--- src/hw/rtl/wsdf_pkg.sv ---
// ----------------------------------------------------------------------------
// wsdf_pkg
// Types, codes and constants shared by the WebSocket frame deframer files.
// ----------------------------------------------------------------------------
`default_nettype none

package wsdf_pkg;

	localparam int unsigned LENGTH_WIDTH_DEF = 64;
	localparam int unsigned PLEN_W           = 64;
	localparam int unsigned CFG_IDX_W        = 1;
	localparam int unsigned CFG_DATA_W       = 1;

	// 7-bit length field codes
	localparam logic [6:0] CTRL_MAX_LEN = 7'd125;
	localparam logic [6:0] LEN_IS_16    = 7'd126;
	localparam logic [6:0] LEN_IS_64    = 7'd127;

	// opcodes
	localparam logic [3:0] OP_CONT   = 4'd0;
	localparam logic [3:0] OP_TEXT   = 4'd1;
	localparam logic [3:0] OP_BINARY = 4'd2;
	localparam logic [3:0] OP_CLOSE  = 4'd8;
	localparam logic [3:0] OP_PING   = 4'd9;
	localparam logic [3:0] OP_PONG   = 4'd10;

	// configuration register indexes
	localparam logic [CFG_IDX_W-1:0] CFG_SERVER_ROLE  = 1'd0;
	localparam logic [CFG_IDX_W-1:0] CFG_COMPRESSION  = 1'd1;

	typedef enum logic [1:0] {
		KIND_HEADER  = 2'd0,
		KIND_PAYLOAD = 2'd1,
		KIND_ERROR   = 2'd2
	} kind_t;

	typedef enum logic [3:0] {
		ERR_NONE          = 4'd0,
		ERR_UNMASKED      = 4'd1,
		ERR_CONT_EXPECTED = 4'd2,
		ERR_RSV_DATA      = 4'd3,
		ERR_RSV_CONT      = 4'd4,
		ERR_DANGLING_CONT = 4'd5,
		ERR_RSV_CTRL      = 4'd6,
		ERR_CTRL_LEN      = 4'd7,
		ERR_CTRL_FRAG     = 4'd8,
		ERR_BAD_OPCODE    = 4'd9
	} err_t;

	typedef enum logic [1:0] {
		LEN_MODE_7  = 2'd0,
		LEN_MODE_16 = 2'd1,
		LEN_MODE_64 = 2'd2
	} len_mode_t;

endpackage

`default_nettype wire

--- src/hw/rtl/wsdf_byte_if.sv ---
// ----------------------------------------------------------------------------
// wsdf_byte_if
// Valid/ready channel carrying one raw stream byte per item.
// ----------------------------------------------------------------------------
`default_nettype none

interface wsdf_byte_if;
	logic       valid;
	logic       ready;
	logic [7:0] stream_byte;

	modport source (output valid, output stream_byte, input ready);
	modport sink   (input valid, input stream_byte, output ready);
endinterface

`default_nettype wire

--- src/hw/rtl/wsdf_rec_if.sv ---
// ----------------------------------------------------------------------------
// wsdf_rec_if
// Valid/ready channel carrying one deframer record per item.
// ----------------------------------------------------------------------------
`default_nettype none

interface wsdf_rec_if;
	import wsdf_pkg::*;

	logic              valid;
	logic              ready;
	logic [1:0]        record_kind;
	logic [3:0]        frame_opcode;
	logic [3:0]        message_opcode;
	logic              frame_fin;
	logic              compressed_flag;
	logic              was_masked;
	logic [PLEN_W-1:0] payload_length;
	logic [7:0]        payload_byte;
	logic              frame_last;
	logic [3:0]        error_code;

	modport source (
		output valid, output record_kind, output frame_opcode, output message_opcode,
		output frame_fin, output compressed_flag, output was_masked,
		output payload_length, output payload_byte, output frame_last,
		output error_code, input ready
	);
	modport sink (
		input valid, input record_kind, input frame_opcode, input message_opcode,
		input frame_fin, input compressed_flag, input was_masked,
		input payload_length, input payload_byte, input frame_last,
		input error_code, output ready
	);
endinterface

`default_nettype wire

--- src/hw/rtl/websocket_frame_deframer.sv ---
// Latency: a record is valid in the cycle after the byte that causes it is accepted.
// Throughput: one byte per cycle; a new byte is taken whenever the record register
// is empty or being drained, so the single record register sets the rate.
// Reset (arst_n low, asynchronous): parser idle at the first header byte, no
// message in progress, error cleared, server_role = 1, compression_enabled = 0.
// ----------------------------------------------------------------------------
// websocket_frame_deframer
// Parses WebSocket frame headers, unmasks payload bytes and flags protocol faults.
// ----------------------------------------------------------------------------
`default_nettype none

module websocket_frame_deframer #(
	parameter int unsigned LENGTH_WIDTH = wsdf_pkg::LENGTH_WIDTH_DEF
) (
	input  wire                             clk,
	input  wire                             arst_n,
	input  wire                             cfg_we,
	input  wire [wsdf_pkg::CFG_IDX_W-1:0]   cfg_index,
	input  wire [wsdf_pkg::CFG_DATA_W-1:0]  cfg_wdata,
	wsdf_byte_if.sink                       stream,
	wsdf_rec_if.source                      records
);
	import wsdf_pkg::*;

	// configuration
	logic server_role_q;
	logic compression_q;

	// parser state
	logic [3:0]              hdr_idx_q,    hdr_idx_n;
	logic                    in_payload_q, in_payload_n;
	len_mode_t               len_mode_q,   len_mode_n;
	logic [7:0]              hdr_b0_q,     hdr_b0_n;
	logic [LENGTH_WIDTH-1:0] len_acc_q,    len_acc_n;
	logic [31:0]             mask_key_q,   mask_key_n;
	logic [1:0]              key_pos_q,    key_pos_n;
	logic [LENGTH_WIDTH-1:0] bytes_left_q, bytes_left_n;
	logic [3:0]              msg_op_q,     msg_op_n;
	logic                    msg_fin_q,    msg_fin_n;
	logic                    msg_rsv1_q,   msg_rsv1_n;
	logic                    err_q,        err_n;
	logic                    masked_q,     masked_n;

	// record register
	logic              rec_valid_q;
	kind_t             rec_kind_q;
	logic [PLEN_W-1:0] rec_plen_q;
	logic [7:0]        rec_pbyte_q;
	logic              rec_last_q;
	err_t              rec_err_q;
	logic [3:0]        rec_fop_q;
	logic [3:0]        rec_mop_q;
	logic              rec_fin_q;
	logic              rec_rsv1_q;
	logic              rec_masked_q;

	// combinational result
	logic              emit_c;
	kind_t             kind_c;
	logic [PLEN_W-1:0] plen_c;
	logic [7:0]        pbyte_c;
	logic              last_c;
	err_t              code_c;
	logic              finish_c;

	logic       accept;
	logic [7:0] b;
	logic [7:0] key_byte;
	logic [6:0] len7;
	logic [2:0] rsv;
	logic [3:0] op;
	logic [3:0] hdr_end;
	logic [3:0] hdr_total;
	logic [3:0] hdr_idx_inc;

	assign stream.ready = !rec_valid_q || records.ready;
	assign accept       = stream.valid && stream.ready;
	assign b            = stream.stream_byte;
	assign len7         = b[6:0];
	assign op           = hdr_b0_q[3:0];
	assign rsv          = hdr_b0_q[6:4];
	assign key_byte     = 8'(mask_key_q >> {~key_pos_q, 3'b000});
	assign hdr_idx_inc  = hdr_idx_q + 4'd1;

	always_comb begin
		case (len_mode_q)
			LEN_MODE_16: hdr_end = 4'd4;
			LEN_MODE_64: hdr_end = 4'd10;
			default:     hdr_end = 4'd2;
		endcase
		hdr_total = hdr_end + (masked_q ? 4'd4 : 4'd0);
	end

	always_comb begin
		hdr_idx_n    = hdr_idx_q;
		in_payload_n = in_payload_q;
		len_mode_n   = len_mode_q;
		hdr_b0_n     = hdr_b0_q;
		len_acc_n    = len_acc_q;
		mask_key_n   = mask_key_q;
		key_pos_n    = key_pos_q;
		bytes_left_n = bytes_left_q;
		msg_op_n     = msg_op_q;
		msg_fin_n    = msg_fin_q;
		msg_rsv1_n   = msg_rsv1_q;
		err_n        = err_q;
		masked_n     = masked_q;
		emit_c       = 1'b0;
		kind_c       = KIND_HEADER;
		plen_c       = PLEN_W'(len_acc_q);
		pbyte_c      = 8'd0;
		last_c       = 1'b0;
		code_c       = ERR_NONE;
		finish_c     = 1'b0;

		if (!err_q) begin
			if (in_payload_q) begin
				key_pos_n    = key_pos_q + 2'd1;
				bytes_left_n = bytes_left_q - LENGTH_WIDTH'(1);
				last_c       = (bytes_left_n == '0);
				if (last_c)
					in_payload_n = 1'b0;
				emit_c  = 1'b1;
				kind_c  = KIND_PAYLOAD;
				pbyte_c = b ^ key_byte;
			end else if (hdr_idx_q == 4'd0) begin
				if (msg_fin_q) begin
					msg_fin_n  = 1'b0;
					msg_rsv1_n = 1'b0;
					msg_op_n   = OP_CONT;
				end
				hdr_b0_n   = b;
				masked_n   = 1'b0;
				len_acc_n  = '0;
				mask_key_n = '0;
				len_mode_n = LEN_MODE_7;
				hdr_idx_n  = 4'd1;
			end else if (hdr_idx_q == 4'd1) begin
				masked_n = b[7];
				if (server_role_q && !b[7]) begin
					code_c = ERR_UNMASKED;
				end else begin
					case (op)
						OP_TEXT, OP_BINARY: begin
							if (msg_op_q != OP_CONT)
								code_c = ERR_CONT_EXPECTED;
							else if ((compression_q ? {1'b0, rsv[1:0]} : rsv) != 3'd0)
								code_c = ERR_RSV_DATA;
							else begin
								msg_fin_n  = hdr_b0_q[7];
								msg_rsv1_n = hdr_b0_q[6];
								msg_op_n   = op;
							end
						end
						OP_CONT: begin
							if (rsv != 3'd0)
								code_c = ERR_RSV_CONT;
							else if (msg_op_q == OP_CONT)
								code_c = ERR_DANGLING_CONT;
							else if (hdr_b0_q[7])
								msg_fin_n = 1'b1;
						end
						OP_CLOSE, OP_PING, OP_PONG: begin
							if (rsv != 3'd0)
								code_c = ERR_RSV_CTRL;
							else if (len7 > CTRL_MAX_LEN)
								code_c = ERR_CTRL_LEN;
							else if (!hdr_b0_q[7])
								code_c = ERR_CTRL_FRAG;
						end
						default: code_c = ERR_BAD_OPCODE;
					endcase
				end
				if (code_c != ERR_NONE) begin
					err_n  = 1'b1;
					emit_c = 1'b1;
					kind_c = KIND_ERROR;
					plen_c = '0;
				end else begin
					if (len7 == LEN_IS_16)
						len_mode_n = LEN_MODE_16;
					else if (len7 == LEN_IS_64)
						len_mode_n = LEN_MODE_64;
					else begin
						len_mode_n = LEN_MODE_7;
						len_acc_n  = LENGTH_WIDTH'(len7);
					end
					hdr_idx_n = 4'd2;
					finish_c  = (len7 < LEN_IS_16) && !b[7];
				end
			end else begin
				if (hdr_idx_q < hdr_end)
					len_acc_n = {len_acc_q[LENGTH_WIDTH-9:0], b};
				else
					mask_key_n = {mask_key_q[23:0], b};
				hdr_idx_n = hdr_idx_inc;
				finish_c  = (hdr_idx_inc >= hdr_total);
			end

			if (finish_c) begin
				bytes_left_n = len_acc_n;
				hdr_idx_n    = 4'd0;
				key_pos_n    = 2'd0;
				in_payload_n = (len_acc_n != '0);
				emit_c       = 1'b1;
				kind_c       = KIND_HEADER;
				plen_c       = PLEN_W'(len_acc_n);
				last_c       = (len_acc_n == '0);
			end
		end
	end

	// configuration writes
	always_ff @(posedge clk or negedge arst_n) begin
		if (!arst_n) begin
			server_role_q <= 1'b1;
			compression_q <= 1'b0;
		end else if (cfg_we) begin
			case (cfg_index)
				CFG_SERVER_ROLE: server_role_q <= cfg_wdata[0];
				CFG_COMPRESSION: compression_q <= cfg_wdata[0];
				default: ;
			endcase
		end
	end

	// parser state
	always_ff @(posedge clk or negedge arst_n) begin
		if (!arst_n) begin
			hdr_idx_q    <= 4'd0;
			in_payload_q <= 1'b0;
			len_mode_q   <= LEN_MODE_7;
			hdr_b0_q     <= 8'd0;
			len_acc_q    <= '0;
			mask_key_q   <= '0;
			key_pos_q    <= 2'd0;
			bytes_left_q <= '0;
			msg_op_q     <= OP_CONT;
			msg_fin_q    <= 1'b0;
			msg_rsv1_q   <= 1'b0;
			err_q        <= 1'b0;
			masked_q     <= 1'b0;
		end else if (accept) begin
			hdr_idx_q    <= hdr_idx_n;
			in_payload_q <= in_payload_n;
			len_mode_q   <= len_mode_n;
			hdr_b0_q     <= hdr_b0_n;
			len_acc_q    <= len_acc_n;
			mask_key_q   <= mask_key_n;
			key_pos_q    <= key_pos_n;
			bytes_left_q <= bytes_left_n;
			msg_op_q     <= msg_op_n;
			msg_fin_q    <= msg_fin_n;
			msg_rsv1_q   <= msg_rsv1_n;
			err_q        <= err_n;
			masked_q     <= masked_n;
		end
	end

	// record register
	always_ff @(posedge clk or negedge arst_n) begin
		if (!arst_n) begin
			rec_valid_q <= 1'b0;
		end else if (accept) begin
			rec_valid_q <= emit_c;
		end else if (records.ready) begin
			rec_valid_q <= 1'b0;
		end
	end

	// record fields reflect state as it stands after the byte
	always_ff @(posedge clk) begin
		if (accept && emit_c) begin
			rec_kind_q   <= kind_c;
			rec_plen_q   <= plen_c;
			rec_pbyte_q  <= pbyte_c;
			rec_last_q   <= last_c;
			rec_err_q    <= code_c;
			rec_fop_q    <= hdr_b0_n[3:0];
			rec_mop_q    <= msg_op_n;
			rec_fin_q    <= hdr_b0_n[7];
			rec_rsv1_q   <= msg_rsv1_n;
			rec_masked_q <= masked_n;
		end
	end

	assign records.valid           = rec_valid_q;
	assign records.record_kind     = rec_kind_q;
	assign records.frame_opcode    = rec_fop_q;
	assign records.message_opcode  = rec_mop_q;
	assign records.frame_fin       = rec_fin_q;
	assign records.compressed_flag = rec_rsv1_q;
	assign records.was_masked      = rec_masked_q;
	assign records.payload_length  = rec_plen_q;
	assign records.payload_byte    = rec_pbyte_q;
	assign records.frame_last      = rec_last_q;
	assign records.error_code      = rec_err_q;

endmodule

`default_nettype wire

--- src/flat_wrapper.sv ---
// flat-port wrapper written by rule: the top's interface ports become plain ports
module websocket_frame_deframer_flat import wsdf_pkg::*;
#(
	parameter int unsigned LENGTH_WIDTH = wsdf_pkg::LENGTH_WIDTH_DEF
)
  (clk, arst_n, cfg_we, cfg_index, cfg_wdata, stream_valid, stream_stream_byte, stream_ready, records_valid, records_record_kind, records_frame_opcode, records_message_opcode, records_frame_fin, records_compressed_flag, records_was_masked, records_payload_length, records_payload_byte, records_frame_last, records_error_code, records_ready);
  wsdf_byte_if stream_i ();
  wsdf_rec_if records_i ();
  input  wire clk;
  input  wire arst_n;
  input  wire cfg_we;
  input  wire [wsdf_pkg::CFG_IDX_W-1:0] cfg_index;
  input  wire [wsdf_pkg::CFG_DATA_W-1:0] cfg_wdata;
  input wire logic [$bits(stream_i.valid)-1:0] stream_valid;
  input wire logic [$bits(stream_i.stream_byte)-1:0] stream_stream_byte;
  output wire logic [$bits(stream_i.ready)-1:0] stream_ready;
  output wire logic [$bits(records_i.valid)-1:0] records_valid;
  output wire logic [$bits(records_i.record_kind)-1:0] records_record_kind;
  output wire logic [$bits(records_i.frame_opcode)-1:0] records_frame_opcode;
  output wire logic [$bits(records_i.message_opcode)-1:0] records_message_opcode;
  output wire logic [$bits(records_i.frame_fin)-1:0] records_frame_fin;
  output wire logic [$bits(records_i.compressed_flag)-1:0] records_compressed_flag;
  output wire logic [$bits(records_i.was_masked)-1:0] records_was_masked;
  output wire logic [$bits(records_i.payload_length)-1:0] records_payload_length;
  output wire logic [$bits(records_i.payload_byte)-1:0] records_payload_byte;
  output wire logic [$bits(records_i.frame_last)-1:0] records_frame_last;
  output wire logic [$bits(records_i.error_code)-1:0] records_error_code;
  input wire logic [$bits(records_i.ready)-1:0] records_ready;
  assign stream_i.valid = stream_valid;
  assign stream_i.stream_byte = stream_stream_byte;
  assign stream_ready = stream_i.ready;
  assign records_valid = records_i.valid;
  assign records_record_kind = records_i.record_kind;
  assign records_frame_opcode = records_i.frame_opcode;
  assign records_message_opcode = records_i.message_opcode;
  assign records_frame_fin = records_i.frame_fin;
  assign records_compressed_flag = records_i.compressed_flag;
  assign records_was_masked = records_i.was_masked;
  assign records_payload_length = records_i.payload_length;
  assign records_payload_byte = records_i.payload_byte;
  assign records_frame_last = records_i.frame_last;
  assign records_error_code = records_i.error_code;
  assign records_i.ready = records_ready;
  websocket_frame_deframer #(.LENGTH_WIDTH(LENGTH_WIDTH)) u_core (.clk(clk), .arst_n(arst_n), .cfg_we(cfg_we), .cfg_index(cfg_index), .cfg_wdata(cfg_wdata), .stream(stream_i), .records(records_i));
endmodule
--- config.mk ---
export PLATFORM = sky130hd
export DESIGN_NAME = websocket_frame_deframer_flat
export DESIGN_NICKNAME = d
export VERILOG_FILES = /design/src/hw/rtl/wsdf_pkg.sv /design/src/hw/rtl/wsdf_byte_if.sv /design/src/hw/rtl/wsdf_rec_if.sv /design/src/hw/rtl/websocket_frame_deframer.sv /design/src/flat_wrapper.sv
export SDC_FILE = /design/constraint.sdc
export NUM_CORES = 1
export LEC_CHECK = 0
export BUFFER_PORTS_ARGS = -buffer_cell sky130_fd_sc_hd__buf_2
export CAP_MARGIN = 20
export CORE_MARGIN = 4
export CORE_UTILIZATION = 40
export DETAILED_ROUTE_END_ITERATION = 12
export PLACE_DENSITY = 0.57
export SETUP_SLACK_MARGIN = 0.15
export SLEW_MARGIN = 15
export SYNTH_ARGS = -nofsm -noshare
export SYNTH_HDL_FRONTEND = slang
export SYNTH_SLANG_ARGS = --single-unit
--- constraint.sdc ---
create_clock -name clk -period 8.6 [get_ports clk]
set_input_delay 0.86 -clock clk [delete_from_list [all_inputs] [get_ports clk]]
set_output_delay 0.86 -clock clk [all_outputs]
set_load 0.02 [all_outputs]
==> qor.txt <==
die area: 0.0423 mm2
Clock Path Buffers: 3
status: finished clean
Synth Net Count: 1641
setup bufs post-CTS: 0
crit path max fanout: 95
Final Power: 2.86 mW
Sink Count: 278
Period Utilization, post-route: 0.523
VDD IR max: 159 uV
CTS tree: yes
mux contribution to synthesized area: 0.0247
maximum clock frequency: 222 MHz
Vias: 14000
Core Footprint: 0.0386 mm2
global-route wire length before repair: 81700 um
GP Congestion: 0.956
PortBufs: 106
vias in the first global route: 13000
Async SR Flop Fraction: 0.676
post-synthesis simple-gate area fraction: 0.179
Post-synth EDFFs: 90
Num CTS Buffers: 31
fill count: 3713
hold_buf cts: 0
Worst Skew: 19.5 ps
clock-pin slew on the worst setup and hold paths: 70 ps
width of the chip: 206 um
largest net degree at the start of global routing: 96
global route overflow: 0
# IOs: 107
PD cells: 162 mW/mm2
Slew @ Worst Pin: 1070 ps
Crit. End Element: register
layout cells sized above 1: 0.149
Final min period: 4500 ps
Detailed Route WL: 53500 um
Wirelength per Cell: 24.5 um
adder-cell share of the synthesized area: 0.00880
cell with the most instances after synthesis: dfrtp_1
Crit. Startpoint: u_core.hdr_b0_q[3]$_DFFE_PN0P_
Cell Int Power: 2.24 mW
Die Ht: 206 um
Slew HR: 0.284
drt pass-1 iters: 7
WS Path Type: register to register
Switch Pwr: 0.615 mW
Synth area leaders: dfrtp_1 30%, edfxtp_1 17%, o21ai_0 4.1%, a22o_1 4.0%, nand2_1 3.8%
WP data required: 8940 ps
post-synthesis sequential area ratio: 0.474
Total GRT Usage: 0.248
CP max-delay cell: buf_4
Setup violations, final: 0
RSZ-0062 raised after global routing: false
crit start category: register
ANT nets after route: 0
H-tree levels: 1
Main synth FF type: dfrtp_1
CTS Root Cell: clkbuf_16
Reg-to-Reg Start: u_core.hdr_b0_q[3]$_DFFE_PN0P_
compound-cell area share of the yosys netlist: 0.251
hold crit path type: primary input to asynchronous set/reset pin
register share of total power: 0.477
max-slew violations: 0
Syn. warnings: 0
Critical Path, Cell by Cell: or2_2 -> a311oi_1 -> nand2_1 -> and4_4 -> nand3_4 -> o32a_1 -> or2_2 -> buf_4 -> nor2_4 -> buf_4 -> a22o_1
Yosys reg bits: 278
vias per cell: 6.40
Comb pwr share: 0.016
register area: 0.00741 mm2
clock latency on the worst-skew pair: 590 ps
top-area cell type share of the netlist area: 0.299
Nets: 1669
Pleak: 6.67 nW
Post-DP HPWL: 35900 um
slowest stage delay, CP: 740 ps
top cells by count, synth: 187 x dfrtp_1, 157 x nand2_1, 129 x o21ai_0
dominant cell type by area after synthesis: dfrtp_1
Avg Cell Area, Syn: 9.68 um2
initial core utilization: 0.404
Final Hold Vio Count: 0
MaxCap Viol Count: 0
# diodes: 0
1st-iter DRT viols: 1748
Fin Setup TNS: 0 ps
Synth Area in XOR/XNOR: 0.0207
Clock power frac: 0.507
switching share of power: 0.215
area delta synth->final: 12.5%
largest family of logic cells by synthesized area: compound AO/OA/AOI/OAI gates
Multi-input gate area: 0.00765 mm2
Rows: 72
antenna violations before repair: 0
PostCTS Resize Cnt: 0
DRC violations left: 0
post-synth cell types: 91
CP arrival: 4830 ps
Synth Cell Area: 0.0156 mm2
Mapped Cells: 1615
[routing by layer]
metal  vias up  routed length, um  track usage
li1       6250                  -            -
met4         0               1320       0.0658
met1      6955              24100        0.373
met2       674              23500        0.372
met5         -                  0            0
met3       105               4580       0.0375
[worst max-delay path: cells and delay by family (launching register included)]
family	cells	cell delay, ps
and+or+nand+nor	6	1320
AOI/OAI and AO/OA	3	1290
buffers and inverters	2	1120
DFF	1	450
[layout make-up]
| type | count | share of cell area |
|---|---|---|
| Clock buffer | 33 | 0.0445 |
| Clock inverter | 24 | 0.0176 |
| Inverter | 28 | 0.00598 |
| Multi-Input combinational cell | 1179 | 0.435 |
| Sequential cell | 278 | 0.421 |
| Tap cell | 518 | 0.0369 |
| Timing Repair Buffer | 125 | 0.0388 |
[through the flow]
stage          hold slack [ps]  instance area [um2]  instances  setup WS, ps  utilization
2_1_floorplan              445                15600       1615          1990            -
3_3_place_gp               457                16500       2128          3920        0.427
3_5_place_dp               470                16500       2128          3840        0.427
4_1_cts                    335                17600       2185          4210        0.455
5_1_grt                    364                17600       2185          3890        0.455
6_report                   321                17600       2185          4100        0.455
[power by group through the flow]
stage	sequential, mW	combinational, mW	clock, mW
after detailed placement	1.39	0.0478	0
after global placement	1.39	0.0472	0
final	1.36	0.0465	1.45
after floorplan	1.39	0.0171	0
after global routing	1.36	0.0533	1.52
after CTS	1.36	0.0478	1.47
[logic make-up (layout without fill, tap and decap cells)]
kind of cell | Yosys count | after routing
AO/OA/AOI/OAI | 559 | 559
AND/OR/NAND/NOR | 545 | 545
adder cells (fa/ha/maj) | 11 | 11
buffers and inverters | 158 | 210
multiplexers | 27 | 27
flip-flops | 278 | 278
XOR/XNOR | 37 | 37
[flip-flops by register name, summed over array words and instances (netlist names), 2 cells and up]
register and cells:
u_core.records.message_opcode 4, u_core.hdr_b0_q 8, u_core.key_pos_q 2, u_core.msg_op_q 4
u_core.records.payload_length 64, u_core.bytes_left_q 64, u_core.records.record_kind 2, u_core.records.frame_opcode 4
u_core.records.payload_byte 8, u_core.mask_key_q 32, u_core.hdr_idx_q 4, u_core.len_mode_q 2
u_core.len_acc_q 64, u_core.records.error_code 4
[path summary, 6_finish.rpt]
path                                                                to  slack (ps)  depth (start not counted)
hold reg to reg                      u_core.mask_key_q[29]$_DFFE_PN0P_         480                          2
max in group asynchronous          u_core.bytes_left_q[57]$_DFFE_PN0P_        7010                          2
setup reg to reg           u_core.records.payload_length[57]$_DFFE_PP_        4100                         11
hold / removal                     u_core.bytes_left_q[19]$_DFFE_PN0P_         320                          1
min in group clk                     u_core.mask_key_q[29]$_DFFE_PN0P_         480                          2
setup / recovery           u_core.records.payload_length[57]$_DFFE_PP_        4100                         11
[cell usage in the layout, fill, tap and decap left out, types with 31 or more instances in the layout]
master / n
a22o_1: 71
a21oi_1: 97
a221o_1: 55
o21ai_0: 128
nor2_1: 115
nor4_1: 40
dfrtp_1: 186
o22a_1: 64
nand2_1: 156
buf_2: 105
edfxtp_1: 90
nand3_1: 33
clkbuf_16: 31
nor3_1: 55
Note: power is estimated with default switching activity, not from simulation.
